==> config.mk <==
export PLATFORM = sky130hd
export DESIGN_NAME = touch_gesture_recognizer_flat
export DESIGN_NICKNAME = d
export VERILOG_FILES = /design/src/sv/tgr_pkg.sv /design/src/sv/tgr_if.sv /design/src/sv/touch_gesture_recognizer.sv /design/src/sv/tgr_dp.sv /design/src/sv/tgr_ctrl.sv /design/src/flat_wrapper.sv
export SDC_FILE = /design/constraint.sdc
export NUM_CORES = 2
export LEC_CHECK = 0
export ABC_AREA = 0
export BUFFER_PORTS_ARGS = -buffer_cell sky130_fd_sc_hd__buf_2
export CORE_MARGIN = 10
export CORE_UTILIZATION = 50
export CTS_BUF_LIST = sky130_fd_sc_hd__clkbuf_16
export DETAILED_ROUTE_END_ITERATION = 12
export PLACE_DENSITY = 0.66
export SETUP_SLACK_MARGIN = 0.02
export SYNTH_ARGS = -nofsm -noshare
export SYNTH_HDL_FRONTEND = slang
export SYNTH_SLANG_ARGS = --single-unit
export TNS_END_PERCENT = 50
==> constraint.sdc <==
create_clock -name clk -period 7.3 [get_ports clk]
set_input_delay 2.19 -clock clk [delete_from_list [all_inputs] [get_ports clk]]
set_output_delay 2.19 -clock clk [all_outputs]
set_load 0.1 [all_outputs]
==> src/sv/tgr_pkg.sv <==
// shared types, constants and event codes of the touch gesture recognizer
package tgr_pkg;

  // default geometry
  localparam int TG_SLOTS      = 5;
  localparam int TG_COORD_BITS = 12;

  // fixed field widths
  localparam int GEST_W  = 3;
  localparam int POS_W   = 12;
  localparam int OFS_W   = 13;
  localparam int DIST_W  = 13;
  localparam int DELTA_W = 14;
  localparam int WIN_W   = 16;
  localparam int FCNT_W  = 4;
  localparam int RCNT_W  = 8;
  localparam int EV_W    = 16;
  localparam int VAL_W   = 32;

  localparam logic [WIN_W-1:0]  WIN_RESET = 16'd200;
  localparam logic [OFS_W-1:0]  OFS_MAX   = 13'd4095;
  localparam logic [DIST_W-1:0] DIST_MAX  = 13'd8191;
  localparam logic [FCNT_W-1:0] FCNT_MAX  = 4'd15;
  localparam logic [RCNT_W-1:0] RCNT_MAX  = 8'd255;

  // event types and codes
  localparam logic [EV_W-1:0] EV_SYN     = 16'd0;
  localparam logic [EV_W-1:0] EV_KEY     = 16'd1;
  localparam logic [EV_W-1:0] EV_ABS     = 16'd3;
  localparam logic [EV_W-1:0] SYNC_FRAME = 16'd0;
  localparam logic [EV_W-1:0] TOUCH_KEY  = 16'd330;
  localparam logic [EV_W-1:0] ABS_SLOT   = 16'd47;
  localparam logic [EV_W-1:0] ABS_POS_X  = 16'd53;
  localparam logic [EV_W-1:0] ABS_POS_Y  = 16'd54;
  localparam logic [EV_W-1:0] ABS_TRK_ID = 16'd57;

  typedef enum logic [1:0] {
    MODE_RELEASED, MODE_PRESSED, MODE_MOVING, MODE_OTHER
  } mode_t;

  typedef enum logic [1:0] {
    SEEN_NONE, SEEN_PINCH, SEEN_MOVE
  } seen_t;

  typedef enum logic [GEST_W-1:0] {
    G_MOVE, G_MAGNIFY, G_SHRINK, G_CLICK, G_DCLICK
  } gest_t;

  typedef enum logic [2:0] {
    ST_IDLE, ST_SQ, ST_ROOT_INIT, ST_ROOT, ST_PINCH, ST_EMIT
  } state_t;

  // controller to datapath
  typedef struct packed {
    logic  coord_wr;
    logic  axis;
    logic  slot_ld;
    logic  clear;
    logic  latch_press;
    logic  move_rep;
    logic  pinch_start;
    logic  sq;
    logic  root_init;
    logic  root_step;
    logic  pinch_fin;
    logic  out_load;
    gest_t gesture;
  } cmd_t;

  // datapath to controller
  typedef struct packed {
    logic last_nz;
    logic dist_gt;
    logic out_free;
  } status_t;

endpackage

==> src/sv/tgr_if.sv <==
// channel interfaces: input events, gesture results, configuration writes
interface tgr_in_if;
  import tgr_pkg::*;
  logic                    valid;
  logic                    ready;
  logic                    kind;
  logic [EV_W-1:0]         ev_type;
  logic [EV_W-1:0]         ev_code;
  logic signed [VAL_W-1:0] ev_value;
  modport source (output valid, kind, ev_type, ev_code, ev_value, input ready);
  modport sink (input valid, kind, ev_type, ev_code, ev_value, output ready);
endinterface

interface tgr_out_if;
  import tgr_pkg::*;
  logic                      valid;
  logic                      ready;
  logic [GEST_W-1:0]         gesture;
  logic [POS_W-1:0]          pos_x;
  logic [POS_W-1:0]          pos_y;
  logic signed [OFS_W-1:0]   move_dx;
  logic signed [OFS_W-1:0]   move_dy;
  logic [POS_W-1:0]          mid_x;
  logic [POS_W-1:0]          mid_y;
  logic signed [DELTA_W-1:0] distance_delta;
  modport source (output valid, gesture, pos_x, pos_y, move_dx, move_dy, mid_x,
                  mid_y, distance_delta, input ready);
  modport sink (input valid, gesture, pos_x, pos_y, move_dx, move_dy, mid_x,
                mid_y, distance_delta, output ready);
endinterface

interface tgr_cfg_if;
  import tgr_pkg::*;
  logic             valid;
  logic             ready;
  logic [WIN_W-1:0] data;
  modport source (output valid, data, input ready);
  modport sink (input valid, data, output ready);
endinterface

==> src/sv/touch_gesture_recognizer.sv <==
// top level of the touch gesture recognizer
//
//  channel  | dir | handshake     | payload
//  in_ch    | in  | valid / ready | kind, ev_type, ev_code, ev_value
//  out_ch   | out | valid / ready | gesture, pos_x/y, move_dx/dy, mid_x/y, distance_delta
//  cfg_ch   | in  | valid / ready | data = click_window_ticks (always ready)
//
// a plain event or a tick is handled in ST_IDLE; a move frame or a click tick then loads
// the output register from ST_EMIT; a pinch frame runs ST_SQ, ST_ROOT_INIT, the ST_ROOT
// steps (one root bit per cycle) and ST_PINCH, then ST_EMIT when it reports
// a result sits in the output register; a new transaction is taken while it waits,
// unless that transaction also makes a result, which then holds until out_ch drains
// reset (rst_n low, synchronous) clears the control state, slot store and report registers
// and sets the window to 200 ticks; no clearing pass is needed after reset
module touch_gesture_recognizer import tgr_pkg::*; #(
  parameter int SLOTS      = TG_SLOTS,
  parameter int COORD_BITS = TG_COORD_BITS
) (
  input logic         clk,
  input logic         rst_n,
  tgr_in_if.sink      in_ch,
  tgr_out_if.source   out_ch,
  tgr_cfg_if.sink     cfg_ch
);

  cmd_t    cmd;
  status_t status;

  // control
  tgr_ctrl #(
    .COORD_BITS(COORD_BITS)
  ) u_ctrl (
    .clk    (clk),
    .rst_n  (rst_n),
    .in_ch  (in_ch),
    .cfg_ch (cfg_ch),
    .status (status),
    .cmd    (cmd)
  );

  // storage and arithmetic
  tgr_dp #(
    .SLOTS      (SLOTS),
    .COORD_BITS (COORD_BITS)
  ) u_dp (
    .clk      (clk),
    .rst_n    (rst_n),
    .cmd      (cmd),
    .ev_value (in_ch.ev_value),
    .status   (status),
    .out_ch   (out_ch)
  );

endmodule

==> src/sv/tgr_dp.sv <==
// datapath: slot coordinates, report registers, square root unit, output register
module tgr_dp import tgr_pkg::*; #(
  parameter int SLOTS      = TG_SLOTS,
  parameter int COORD_BITS = TG_COORD_BITS
) (
  input  logic                    clk,
  input  logic                    rst_n,
  input  cmd_t                    cmd,
  input  logic signed [VAL_W-1:0] ev_value,
  output status_t                 status,
  tgr_out_if.source               out_ch
);

  localparam int SLOT_W = (SLOTS > 1) ? $clog2(SLOTS) : 1;
  localparam int SQ_W   = 2 * COORD_BITS + 2;
  localparam int DIFF_W = COORD_BITS + OFS_W;
  localparam logic signed [VAL_W-1:0] CMAX   = VAL_W'((64'd1 << COORD_BITS) - 64'd1);
  localparam logic signed [VAL_W-1:0] NSLOTS = VAL_W'(SLOTS);

  logic [COORD_BITS-1:0] new_c_r [SLOTS][2];
  logic [COORD_BITS-1:0] old_c_r [SLOTS][2];
  logic [SLOT_W-1:0]     slot_r;
  logic [DIST_W-1:0]     last_dist_r;

  logic [POS_W-1:0]          rep_px_r, rep_py_r, rep_cx_r, rep_cy_r;
  logic signed [OFS_W-1:0]   rep_dx_r, rep_dy_r;
  logic signed [DELTA_W-1:0] rep_dd_r;

  logic [COORD_BITS-1:0] adx_r, ady_r;
  logic [2*COORD_BITS-1:0] sqx_r, sqy_r;
  logic [SQ_W-1:0] rem_r, root_r, bit_r;

  logic                      out_valid_r;
  logic [GEST_W-1:0]         out_gest_r;
  logic [POS_W-1:0]          out_px_r, out_py_r, out_cx_r, out_cy_r;
  logic signed [OFS_W-1:0]   out_dx_r, out_dy_r;
  logic signed [DELTA_W-1:0] out_dd_r;

  logic [COORD_BITS-1:0]   cval;
  logic [COORD_BITS-1:0]   ax_new, ay_new, ax_old, ay_old;
  logic signed [DIFF_W-1:0] mdx, mdy;
  logic signed [OFS_W-1:0] mdx_sat, mdy_sat;
  logic signed [COORD_BITS:0] pdx, pdy;
  logic [SQ_W:0]           trial;
  logic [DIST_W-1:0]       dist_now;
  logic [COORD_BITS:0]     csum_x, csum_y;
  logic                    slot_ok;

  // coordinate saturation of the event value
  always_comb begin
    if (ev_value < 0) cval = '0;
    else if (ev_value > CMAX) cval = CMAX[COORD_BITS-1:0];
    else cval = ev_value[COORD_BITS-1:0];
  end

  assign slot_ok = (ev_value >= 0) && (ev_value < NSLOTS);

  // single-finger offsets, saturated
  assign ax_new = new_c_r[slot_r][0];
  assign ay_new = new_c_r[slot_r][1];
  assign ax_old = old_c_r[slot_r][0];
  assign ay_old = old_c_r[slot_r][1];
  assign mdx = $signed(DIFF_W'(ax_new)) - $signed(DIFF_W'(ax_old));
  assign mdy = $signed(DIFF_W'(ay_new)) - $signed(DIFF_W'(ay_old));

  always_comb begin
    if (mdx > $signed(DIFF_W'(OFS_MAX))) mdx_sat = $signed(OFS_MAX);
    else if (mdx < -$signed(DIFF_W'(OFS_MAX))) mdx_sat = -$signed(OFS_MAX);
    else mdx_sat = mdx[OFS_W-1:0];
    if (mdy > $signed(DIFF_W'(OFS_MAX))) mdy_sat = $signed(OFS_MAX);
    else if (mdy < -$signed(DIFF_W'(OFS_MAX))) mdy_sat = -$signed(OFS_MAX);
    else mdy_sat = mdy[OFS_W-1:0];
  end

  // pinch distance between slot 0 and slot 1
  assign pdx = $signed({1'b0, new_c_r[1][0]}) - $signed({1'b0, new_c_r[0][0]});
  assign pdy = $signed({1'b0, new_c_r[1][1]}) - $signed({1'b0, new_c_r[0][1]});
  assign trial = {1'b0, root_r} + {1'b0, bit_r};
  assign dist_now = (root_r > SQ_W'(DIST_MAX)) ? DIST_MAX : root_r[DIST_W-1:0];
  assign csum_x = {1'b0, new_c_r[0][0]} + {1'b0, new_c_r[1][0]};
  assign csum_y = {1'b0, new_c_r[0][1]} + {1'b0, new_c_r[1][1]};

  assign status.last_nz  = (last_dist_r != '0);
  assign status.dist_gt  = (dist_now > last_dist_r);
  assign status.out_free = !out_valid_r || out_ch.ready;

  // slot coordinate store
  always_ff @(posedge clk) begin
    if (!rst_n || cmd.clear) begin
      for (int s = 0; s < SLOTS; s++) begin
        new_c_r[s][0] <= '0;
        new_c_r[s][1] <= '0;
        old_c_r[s][0] <= '0;
        old_c_r[s][1] <= '0;
      end
      last_dist_r <= '0;
    end else begin
      if (cmd.coord_wr) begin
        old_c_r[slot_r][cmd.axis] <= new_c_r[slot_r][cmd.axis];
        new_c_r[slot_r][cmd.axis] <= cval;
      end
      if (cmd.pinch_fin) last_dist_r <= dist_now;
    end
  end

  // active slot
  always_ff @(posedge clk) begin
    if (!rst_n) begin
      slot_r <= '0;
    end else if (cmd.slot_ld && slot_ok) begin
      slot_r <= ev_value[SLOT_W-1:0];
    end
  end

  // latched report registers
  always_ff @(posedge clk) begin
    if (!rst_n) begin
      rep_px_r <= '0;
      rep_py_r <= '0;
      rep_dx_r <= '0;
      rep_dy_r <= '0;
      rep_cx_r <= '0;
      rep_cy_r <= '0;
      rep_dd_r <= '0;
    end else begin
      if (cmd.latch_press) begin
        rep_px_r <= POS_W'({{POS_W{1'b0}}, new_c_r[0][0]});
        rep_py_r <= POS_W'({{POS_W{1'b0}}, new_c_r[0][1]});
      end
      if (cmd.move_rep) begin
        rep_px_r <= POS_W'({{POS_W{1'b0}}, ax_new});
        rep_py_r <= POS_W'({{POS_W{1'b0}}, ay_new});
        rep_dx_r <= mdx_sat;
        rep_dy_r <= mdy_sat;
      end
      if (cmd.pinch_fin && status.last_nz) begin
        rep_cx_r <= POS_W'({{POS_W{1'b0}}, csum_x[COORD_BITS:1]});
        rep_cy_r <= POS_W'({{POS_W{1'b0}}, csum_y[COORD_BITS:1]});
        rep_dd_r <= $signed({1'b0, dist_now}) - $signed({1'b0, last_dist_r});
      end
    end
  end

  // squares, then one root bit per cycle
  always_ff @(posedge clk) begin
    if (cmd.pinch_start) begin
      adx_r <= pdx[COORD_BITS] ? COORD_BITS'(-pdx) : pdx[COORD_BITS-1:0];
      ady_r <= pdy[COORD_BITS] ? COORD_BITS'(-pdy) : pdy[COORD_BITS-1:0];
    end
    if (cmd.sq) begin
      sqx_r <= adx_r * adx_r;
      sqy_r <= ady_r * ady_r;
    end
    if (cmd.root_init) begin
      rem_r  <= SQ_W'(sqx_r) + SQ_W'(sqy_r);
      root_r <= '0;
      bit_r  <= SQ_W'(1) << (SQ_W - 2);
    end else if (cmd.root_step) begin
      if ({1'b0, rem_r} >= trial) begin
        rem_r  <= rem_r - trial[SQ_W-1:0];
        root_r <= (root_r >> 1) + bit_r;
      end else begin
        root_r <= root_r >> 1;
      end
      bit_r <= bit_r >> 2;
    end
  end

  // output register
  always_ff @(posedge clk) begin
    if (!rst_n) begin
      out_valid_r <= 1'b0;
    end else if (cmd.out_load) begin
      out_valid_r <= 1'b1;
    end else if (out_ch.ready) begin
      out_valid_r <= 1'b0;
    end
  end

  always_ff @(posedge clk) begin
    if (cmd.out_load) begin
      out_gest_r <= cmd.gesture;
      out_px_r   <= rep_px_r;
      out_py_r   <= rep_py_r;
      out_dx_r   <= rep_dx_r;
      out_dy_r   <= rep_dy_r;
      out_cx_r   <= rep_cx_r;
      out_cy_r   <= rep_cy_r;
      out_dd_r   <= rep_dd_r;
    end
  end

  assign out_ch.valid          = out_valid_r;
  assign out_ch.gesture        = out_gest_r;
  assign out_ch.pos_x          = out_px_r;
  assign out_ch.pos_y          = out_py_r;
  assign out_ch.move_dx        = out_dx_r;
  assign out_ch.move_dy        = out_dy_r;
  assign out_ch.mid_x          = out_cx_r;
  assign out_ch.mid_y          = out_cy_r;
  assign out_ch.distance_delta = out_dd_r;

endmodule

==> src/sv/tgr_ctrl.sv <==
// controller: event decode, touch state, click window and sequencing of a pinch
module tgr_ctrl import tgr_pkg::*; #(
  parameter int COORD_BITS = TG_COORD_BITS
) (
  input  logic      clk,
  input  logic      rst_n,
  tgr_in_if.sink    in_ch,
  tgr_cfg_if.sink   cfg_ch,
  input  status_t   status,
  output cmd_t      cmd
);

  localparam int ROOT_STEPS = COORD_BITS + 1;
  localparam int CNT_W      = $clog2(ROOT_STEPS);

  state_t            state_r, state_nxt;
  mode_t             mode_r, mode_nxt;
  seen_t             seen_r, seen_nxt;
  gest_t             gest_r, gest_nxt;
  logic              fv_r, fv_nxt;
  logic [FCNT_W-1:0] fcnt_r, fcnt_nxt;
  logic [RCNT_W-1:0] rcnt_r, rcnt_nxt;
  logic [WIN_W-1:0]  timer_r, timer_nxt;
  logic [WIN_W-1:0]  win_r;
  logic [CNT_W-1:0]  cnt_r, cnt_nxt;
  logic              in_fire;

  assign in_ch.ready  = (state_r == ST_IDLE);
  assign in_fire      = in_ch.valid && in_ch.ready;
  assign cfg_ch.ready = 1'b1;

  // click window register
  always_ff @(posedge clk) begin
    if (!rst_n) begin
      win_r <= WIN_RESET;
    end else if (cfg_ch.valid) begin
      win_r <= cfg_ch.data;
    end
  end

  // state registers
  always_ff @(posedge clk) begin
    if (!rst_n) begin
      state_r <= ST_IDLE;
      mode_r  <= MODE_RELEASED;
      seen_r  <= SEEN_NONE;
      gest_r  <= G_MOVE;
      fv_r    <= 1'b0;
      fcnt_r  <= '0;
      rcnt_r  <= '0;
      timer_r <= '0;
      cnt_r   <= '0;
    end else begin
      state_r <= state_nxt;
      mode_r  <= mode_nxt;
      seen_r  <= seen_nxt;
      gest_r  <= gest_nxt;
      fv_r    <= fv_nxt;
      fcnt_r  <= fcnt_nxt;
      rcnt_r  <= rcnt_nxt;
      timer_r <= timer_nxt;
      cnt_r   <= cnt_nxt;
    end
  end

  // next state and commands
  always_comb begin
    state_nxt   = state_r;
    mode_nxt    = mode_r;
    seen_nxt    = seen_r;
    gest_nxt    = gest_r;
    fv_nxt      = fv_r;
    fcnt_nxt    = fcnt_r;
    rcnt_nxt    = rcnt_r;
    timer_nxt   = timer_r;
    cnt_nxt     = cnt_r;
    cmd         = '0;
    cmd.gesture = gest_r;
    cmd.axis    = (in_ch.ev_code == ABS_POS_Y);

    case (state_r)
      ST_IDLE: begin
        if (in_fire) begin
          if (in_ch.kind) begin
            // millisecond tick runs the click window
            if (timer_r != '0) begin
              timer_nxt = timer_r - 1'b1;
              if (timer_r == WIN_W'(1)) begin
                gest_nxt  = (rcnt_r == RCNT_W'(1)) ? G_CLICK : G_DCLICK;
                rcnt_nxt  = '0;
                state_nxt = ST_EMIT;
              end
            end
          end else begin
            case (in_ch.ev_type)
              EV_KEY: begin
                if (in_ch.ev_code == TOUCH_KEY) begin
                  if (in_ch.ev_value == 0) mode_nxt = MODE_RELEASED;
                  else if (in_ch.ev_value == 1) mode_nxt = MODE_PRESSED;
                  else if (in_ch.ev_value == -1) mode_nxt = MODE_MOVING;
                  else mode_nxt = MODE_OTHER;
                  fv_nxt = 1'b1;
                end
              end
              EV_ABS: begin
                if (in_ch.ev_code == ABS_POS_X || in_ch.ev_code == ABS_POS_Y) begin
                  cmd.coord_wr = 1'b1;
                  fv_nxt       = 1'b1;
                end else if (in_ch.ev_code == ABS_SLOT) begin
                  cmd.slot_ld = 1'b1;
                end else if (in_ch.ev_code == ABS_TRK_ID) begin
                  if (in_ch.ev_value == -1) begin
                    if (fcnt_r != '0) fcnt_nxt = fcnt_r - 1'b1;
                  end else if (fcnt_r != FCNT_MAX) begin
                    fcnt_nxt = fcnt_r + 1'b1;
                  end
                end
              end
              EV_SYN: begin
                if (in_ch.ev_code == SYNC_FRAME && fv_r) begin
                  case (mode_r)
                    MODE_PRESSED: cmd.latch_press = 1'b1;
                    MODE_RELEASED: begin
                      // a release after a pure tap opens the click window
                      if (seen_r == SEEN_NONE) begin
                        if (rcnt_r != RCNT_MAX) rcnt_nxt = rcnt_r + 1'b1;
                        timer_nxt = (win_r != '0) ? win_r : WIN_W'(1);
                      end
                      seen_nxt  = SEEN_NONE;
                      cmd.clear = 1'b1;
                    end
                    MODE_MOVING: begin
                      if (fcnt_r == FCNT_W'(1)) begin
                        seen_nxt     = SEEN_MOVE;
                        cmd.move_rep = 1'b1;
                        gest_nxt     = G_MOVE;
                        state_nxt    = ST_EMIT;
                      end else begin
                        seen_nxt        = SEEN_PINCH;
                        cmd.pinch_start = 1'b1;
                        state_nxt       = ST_SQ;
                      end
                    end
                    default: ;
                  endcase
                  mode_nxt = MODE_MOVING;
                  fv_nxt   = 1'b0;
                end
              end
              default: ;
            endcase
          end
        end
      end
      ST_SQ: begin
        cmd.sq    = 1'b1;
        state_nxt = ST_ROOT_INIT;
      end
      ST_ROOT_INIT: begin
        cmd.root_init = 1'b1;
        cnt_nxt       = '0;
        state_nxt     = ST_ROOT;
      end
      ST_ROOT: begin
        cmd.root_step = 1'b1;
        cnt_nxt       = cnt_r + 1'b1;
        if (cnt_r == CNT_W'(ROOT_STEPS - 1)) state_nxt = ST_PINCH;
      end
      ST_PINCH: begin
        cmd.pinch_fin = 1'b1;
        if (status.last_nz) begin
          gest_nxt  = status.dist_gt ? G_MAGNIFY : G_SHRINK;
          state_nxt = ST_EMIT;
        end else begin
          state_nxt = ST_IDLE;
        end
      end
      ST_EMIT: begin
        if (status.out_free) begin
          cmd.out_load = 1'b1;
          state_nxt    = ST_IDLE;
        end
      end
      default: state_nxt = ST_IDLE;
    endcase
  end

  // root iteration count stays within the unit's steps
  a_root_cnt: assert property (@(posedge clk) disable iff (!rst_n)
    state_r == ST_ROOT |-> cnt_r < CNT_W'(ROOT_STEPS))
    else $error("root step count overran");

  // a release frame after a tap leaves the click window running
  a_win_start: assert property (@(posedge clk) disable iff (!rst_n)
    in_fire && !in_ch.kind && in_ch.ev_type == EV_SYN && in_ch.ev_code == SYNC_FRAME
    && fv_r && mode_r == MODE_RELEASED && seen_r == SEEN_NONE |=> timer_r != '0)
    else $error("click window not started");

  // a pending result leaves once the output register is free
  a_emit_done: assert property (@(posedge clk) disable iff (!rst_n)
    state_r == ST_EMIT && status.out_free |=> state_r == ST_IDLE)
    else $error("emit did not complete");

  // a pinch always ends with a move into the final pinch step
  a_root_end: assert property (@(posedge clk) disable iff (!rst_n)
    state_r == ST_ROOT && cnt_r == CNT_W'(ROOT_STEPS - 1) |=> state_r == ST_PINCH)
    else $error("root unit did not finish");

endmodule

==> src/flat_wrapper.sv <==
// flat-port wrapper written by rule: the top's interface ports become plain ports
module touch_gesture_recognizer_flat import tgr_pkg::*;
#(
  parameter int SLOTS      = TG_SLOTS,
  parameter int COORD_BITS = TG_COORD_BITS
)
  (clk, rst_n, in_ch_valid, in_ch_kind, in_ch_ev_type, in_ch_ev_code, in_ch_ev_value, in_ch_ready, out_ch_valid, out_ch_gesture, out_ch_pos_x, out_ch_pos_y, out_ch_move_dx, out_ch_move_dy, out_ch_mid_x, out_ch_mid_y, out_ch_distance_delta, out_ch_ready, cfg_ch_valid, cfg_ch_data, cfg_ch_ready);
  tgr_in_if in_ch_i ();
  tgr_out_if out_ch_i ();
  tgr_cfg_if cfg_ch_i ();
  input logic clk;
  input logic rst_n;
  input wire logic [$bits(in_ch_i.valid)-1:0] in_ch_valid;
  input wire logic [$bits(in_ch_i.kind)-1:0] in_ch_kind;
  input wire logic [$bits(in_ch_i.ev_type)-1:0] in_ch_ev_type;
  input wire logic [$bits(in_ch_i.ev_code)-1:0] in_ch_ev_code;
  input wire logic [$bits(in_ch_i.ev_value)-1:0] in_ch_ev_value;
  output wire logic [$bits(in_ch_i.ready)-1:0] in_ch_ready;
  output wire logic [$bits(out_ch_i.valid)-1:0] out_ch_valid;
  output wire logic [$bits(out_ch_i.gesture)-1:0] out_ch_gesture;
  output wire logic [$bits(out_ch_i.pos_x)-1:0] out_ch_pos_x;
  output wire logic [$bits(out_ch_i.pos_y)-1:0] out_ch_pos_y;
  output wire logic [$bits(out_ch_i.move_dx)-1:0] out_ch_move_dx;
  output wire logic [$bits(out_ch_i.move_dy)-1:0] out_ch_move_dy;
  output wire logic [$bits(out_ch_i.mid_x)-1:0] out_ch_mid_x;
  output wire logic [$bits(out_ch_i.mid_y)-1:0] out_ch_mid_y;
  output wire logic [$bits(out_ch_i.distance_delta)-1:0] out_ch_distance_delta;
  input wire logic [$bits(out_ch_i.ready)-1:0] out_ch_ready;
  input wire logic [$bits(cfg_ch_i.valid)-1:0] cfg_ch_valid;
  input wire logic [$bits(cfg_ch_i.data)-1:0] cfg_ch_data;
  output wire logic [$bits(cfg_ch_i.ready)-1:0] cfg_ch_ready;
  assign in_ch_i.valid = in_ch_valid;
  assign in_ch_i.kind = in_ch_kind;
  assign in_ch_i.ev_type = in_ch_ev_type;
  assign in_ch_i.ev_code = in_ch_ev_code;
  assign in_ch_i.ev_value = in_ch_ev_value;
  assign in_ch_ready = in_ch_i.ready;
  assign out_ch_valid = out_ch_i.valid;
  assign out_ch_gesture = out_ch_i.gesture;
  assign out_ch_pos_x = out_ch_i.pos_x;
  assign out_ch_pos_y = out_ch_i.pos_y;
  assign out_ch_move_dx = out_ch_i.move_dx;
  assign out_ch_move_dy = out_ch_i.move_dy;
  assign out_ch_mid_x = out_ch_i.mid_x;
  assign out_ch_mid_y = out_ch_i.mid_y;
  assign out_ch_distance_delta = out_ch_i.distance_delta;
  assign out_ch_i.ready = out_ch_ready;
  assign cfg_ch_i.valid = cfg_ch_valid;
  assign cfg_ch_i.data = cfg_ch_data;
  assign cfg_ch_ready = cfg_ch_i.ready;
  touch_gesture_recognizer #(.SLOTS(SLOTS), .COORD_BITS(COORD_BITS)) u_core (.clk(clk), .rst_n(rst_n), .in_ch(in_ch_i), .out_ch(out_ch_i), .cfg_ch(cfg_ch_i));
endmodule
==> metrics.md <==
| Metric | Value |
|---|---|
| Reg clk slew, reported paths | around 0.06 ns |
| PortBufs | between 150 and 200 |
| Synth Area in Simple Gates | 0.132 |
| Die Y | about 320 um |
| Vias in the first global route | approximately 33000 |
| Worst slew pin tran | ~1.1 ns |
| Synth Register Bits | 777 |
| Die X-Extent | around 320 um |
| TritonRoute pass-1 iters | 6 |
| Post-Synth XOR/XNOR Area | 0.0367 |
| Top FF cell, synth | edfxtp_1 |
| Synth Area in Adders | 0.152 |
| Post-synth EDFFs | between 500 and 600 |
| Synthesis-to-layout area growth | 11.7% |
| Main combinational cell family by area after synthesis | adder cells |
| I/O pins | 180 |
| Hold buffers post-CTS | 0 |
| Min-Delay Endpoint | u_core.u_dp.out_ch.mid_y[8] |
| Arrival time at the worst endpoint | 6.67 ns |
| Longest Clk Path Bufs | 3 |
| Root Buffer | clkbuf_16 |
| Starting density of the core | 0.505 |
| GRT Total Usage | 0.227 |
| Hold Path Origin | u_core.u_dp.rep_cy_r[8] |
| # DRC | 0 |
| Reg2Reg Depth | 17 |
| Reg2reg end | u_core.u_dp.sqx_r[22] |
| Antenna violations before repair | 5 |
| Post-DP HPWL | 90300 um |
| Die Area | 105000 um2 |
| Worst slew margin relative to its limit | 0.229 |
| Tmin final | between 6 and 7 ns |
| Nets@finish | ~5000 |
| H-tree depth | 3 |
| Pin count of the biggest net entering global routing | between 60 and 70 |
| Post-route ant nets | 0 |
| Startpoint of the worst-slack reg-to-reg timing path | u_core.u_dp.adx_r[4] |
| CP startpoint kind | flip-flop |
| Setup violators final | 0 |
| Routed wire length per instance | roughly 21 um |
| Worst R2R Setup Slack | 1.05 ns |
| Core Box Area | 91800 um2 |
| RSZ-0062 raised after global routing | no |
| Share of layout cells above drive strength 1 | 0.134 |
| Worst vdd rail ir drop | between 300 and 400 uV |
| Synth Instances | 4253 |
| Most common cell after layout, fill and taps aside | edfxtp_1 |
| Post-route cell area | between 50000 and 60000 um2 |
| Layout fillers | around 7800 |
| Clock sinks | 777 |
| Sequential share of the synthesized area | 0.459 |
| Routed wire length | approximately 120000 um |
| Status | finished clean |
| Cells resized by post-CTS repair | 0 |
| Maxcap violations | 0 |
| Share of synthesized registers carrying an async set or reset | 0 |
| Grt total ovfl | 0 |
| Syn Area/Cell | roughly 11 um2 |
| Worst Hold Path Cells | 0 |
| Critical path class | reg2reg |
| Worst-path fanout max | 13 |
| Most frequent cells in the layout | 571 x edfxtp_1, 487 x nor2_1, 438 x inv_1 |
| Synth unique cells | slightly above 80 |
| Initial drt markers | 2707 |
| Slew Limit Fails | 0 |
| Multiplexer area fraction after synthesis | 0.0678 |
| Post-CTS Setup Repair Bufs | 0 |
| Synth Area in Compound Gates | 0.103 |
| Gp weighted congestion | slightly above 0.9 |
| Fmax achieved | about 160 MHz |
| Diode count | 0 |
| Clk Latency, worst-skew pair | about 0.67 ns |
| PwrDens | 276 nW/um2 |
| Mapped cell area | ~46000 um2 |
| Placed cell areas | 48700 um2 |
| Yosys warns | 0 |
| Post-Route Skew | approximately 0.025 ns |
| Leak | about 0.020 uW |
| Routed vias | 33100 |
| Worst endpoint required time | a little under 8 ns |
| Final Hold Viols | 0 |
| TritonCTS clock tree | built |
| Crit share post-route | 0.857 |
| First-pass GRT wire length | between 150000 and 200000 um |
| Setup TNS | 0 ns |
| Cell row count | 111 |
| CP Capture Type | flip-flop |
| Total CTS buffers | 86 |
| Syn Nets | 4799 |
| Drt via density | 5.77 |
| Hold Crit Class | reg2reg |
==> flip-flops by register name (all words and copies together) (netlist names), 14 cells and up, named ones only <==
register and count:
u_core.u_dp.sqx_r 23, u_core.u_dp.out_ch.distance_delta 14, u_core.u_ctrl.timer_r 16, u_core.u_ctrl.win_r 16, u_core.u_dp.rep_dd_r 14, u_core.u_dp.new_c_r 192
u_core.u_dp.rem_r 26, u_core.u_dp.old_c_r 192, u_core.u_dp.sqy_r 23, u_core.u_dp.root_r 26
==> worst max-delay path, stage by stage (launching register included) <==
cell and delay, ns:
edfxtp_1 0.74, nand2_1 0.17, fa_1 0.59, inv_1 0.07, fa_1 0.52, fa_1 0.45
fa_1 0.55, inv_1 0.05, fa_1 0.52, inv_1 0.04, ha_1 0.33, o21ai_0 0.09
a21oi_1 0.07, a2111oi_0 1.00, o31ai_1 0.27, a31o_2 0.29, a21oi_1 0.17, xnor2_1 0.08
==> through the flow <==
stage | hold WS [ns] | total power (uW) | setup slack (ns) | std cells | utilization
finish | 0.425 | 14300 | 1.05 | 5730 | 0.564
detailed placement | 0.409 | 9750 | 0.982 | 5568 | 0.531
global route | 0.429 | 15000 | 0.727 | 5730 | 0.564
floorplan | 0.401 | 8670 | 0.393 | 4253 | -
CTS | 0.422 | 14300 | 1.04 | 5730 | 0.564
global placement | 0.412 | 9730 | 1.03 | 5568 | 0.531
==> cell families after synthesis <==
group / Yosys count
AND/OR/NAND/NOR: 1295
flip-flops: 777
AO/OA/AOI/OAI: 735
buffers and inverters: 601
adder cells (fa/ha/maj): 460
XOR/XNOR: 194
multiplexers: 190
other: 1
==> worst max-delay path by stage <==
stage | from | endpoint | slack [ns] | cells past startpoint
6_report | u_core.u_dp.adx_r[4] | u_core.u_dp.sqx_r[22] | 1.05 | 17
5_1_grt | u_core.u_dp.adx_r[4] | u_core.u_dp.sqx_r[22] | 0.73 | 17
4_1_cts | u_core.u_dp.adx_r[2] | u_core.u_dp.sqx_r[22] | 1.04 | 19
3_5_place_dp | in_ch_ev_code[13] | u_core.u_dp.new_c_r[0][19] | 0.98 | 12
3_3_place_gp | in_ch_ev_code[13] | u_core.u_dp.new_c_r[0][14] | 1.03 | 12
2_1_floorplan | out_ch_ready | u_core.u_dp.out_ch.distance_delta[0] | 0.39 | 2
==> final cells by class <==
type | count | area [um2] | area share
multi-input combinational | 2875 | 22900 | 0.442
clock buffer | 92 | 2300 | 0.0445
tap | 1243 | 1560 | 0.0301
timing repair buffer | 250 | 1470 | 0.0284
inverter | 423 | 1590 | 0.0307
sequential | 777 | 21300 | 0.411
clock inverter | 70 | 696 | 0.0134
==> where the power goes <==
group	total, uW	leakage (uW)	switching (uW)	internal [uW]
clock	4550	0.00153	1860	2690
sequential	5340	0.00730	215	5130
combinational	4390	0.0115	2710	1690
total	14300	0.0204	4780	9500
==> metal layers <==
metal	vias to the layer above	track usage	wire [um]
met4	2	0.0811	4340
met3	212	0.0387	8660
li1	15400	-	-
met1	16300	0.296	50300
met5	-	0	13
met2	1162	0.377	57800
==> synthesized netlist by cell type (39+ instances only) <==
cell      instances  area [um2]
nor2b_1          39         244
xnor2_1         141        1230
nand2_1         289        1080
dfxtp_1         206        4120
clkbuf_1        149         559
a21oi_1         195         976
nor3_1           77         385
mux2i_1          63         631
a211oi_1         62         465
ha_1            289        3620
nor2_1          490        1840
fa_1            171        3420
edfxtp_1        571       17100
xor2_1           53         464
mux4_2           96        2160
inv_1           422        1580
o21ai_0         149         746
and2_1           82         513
nand3_1          73         365
No activity file was read; power rests on OpenSTA's default activity.
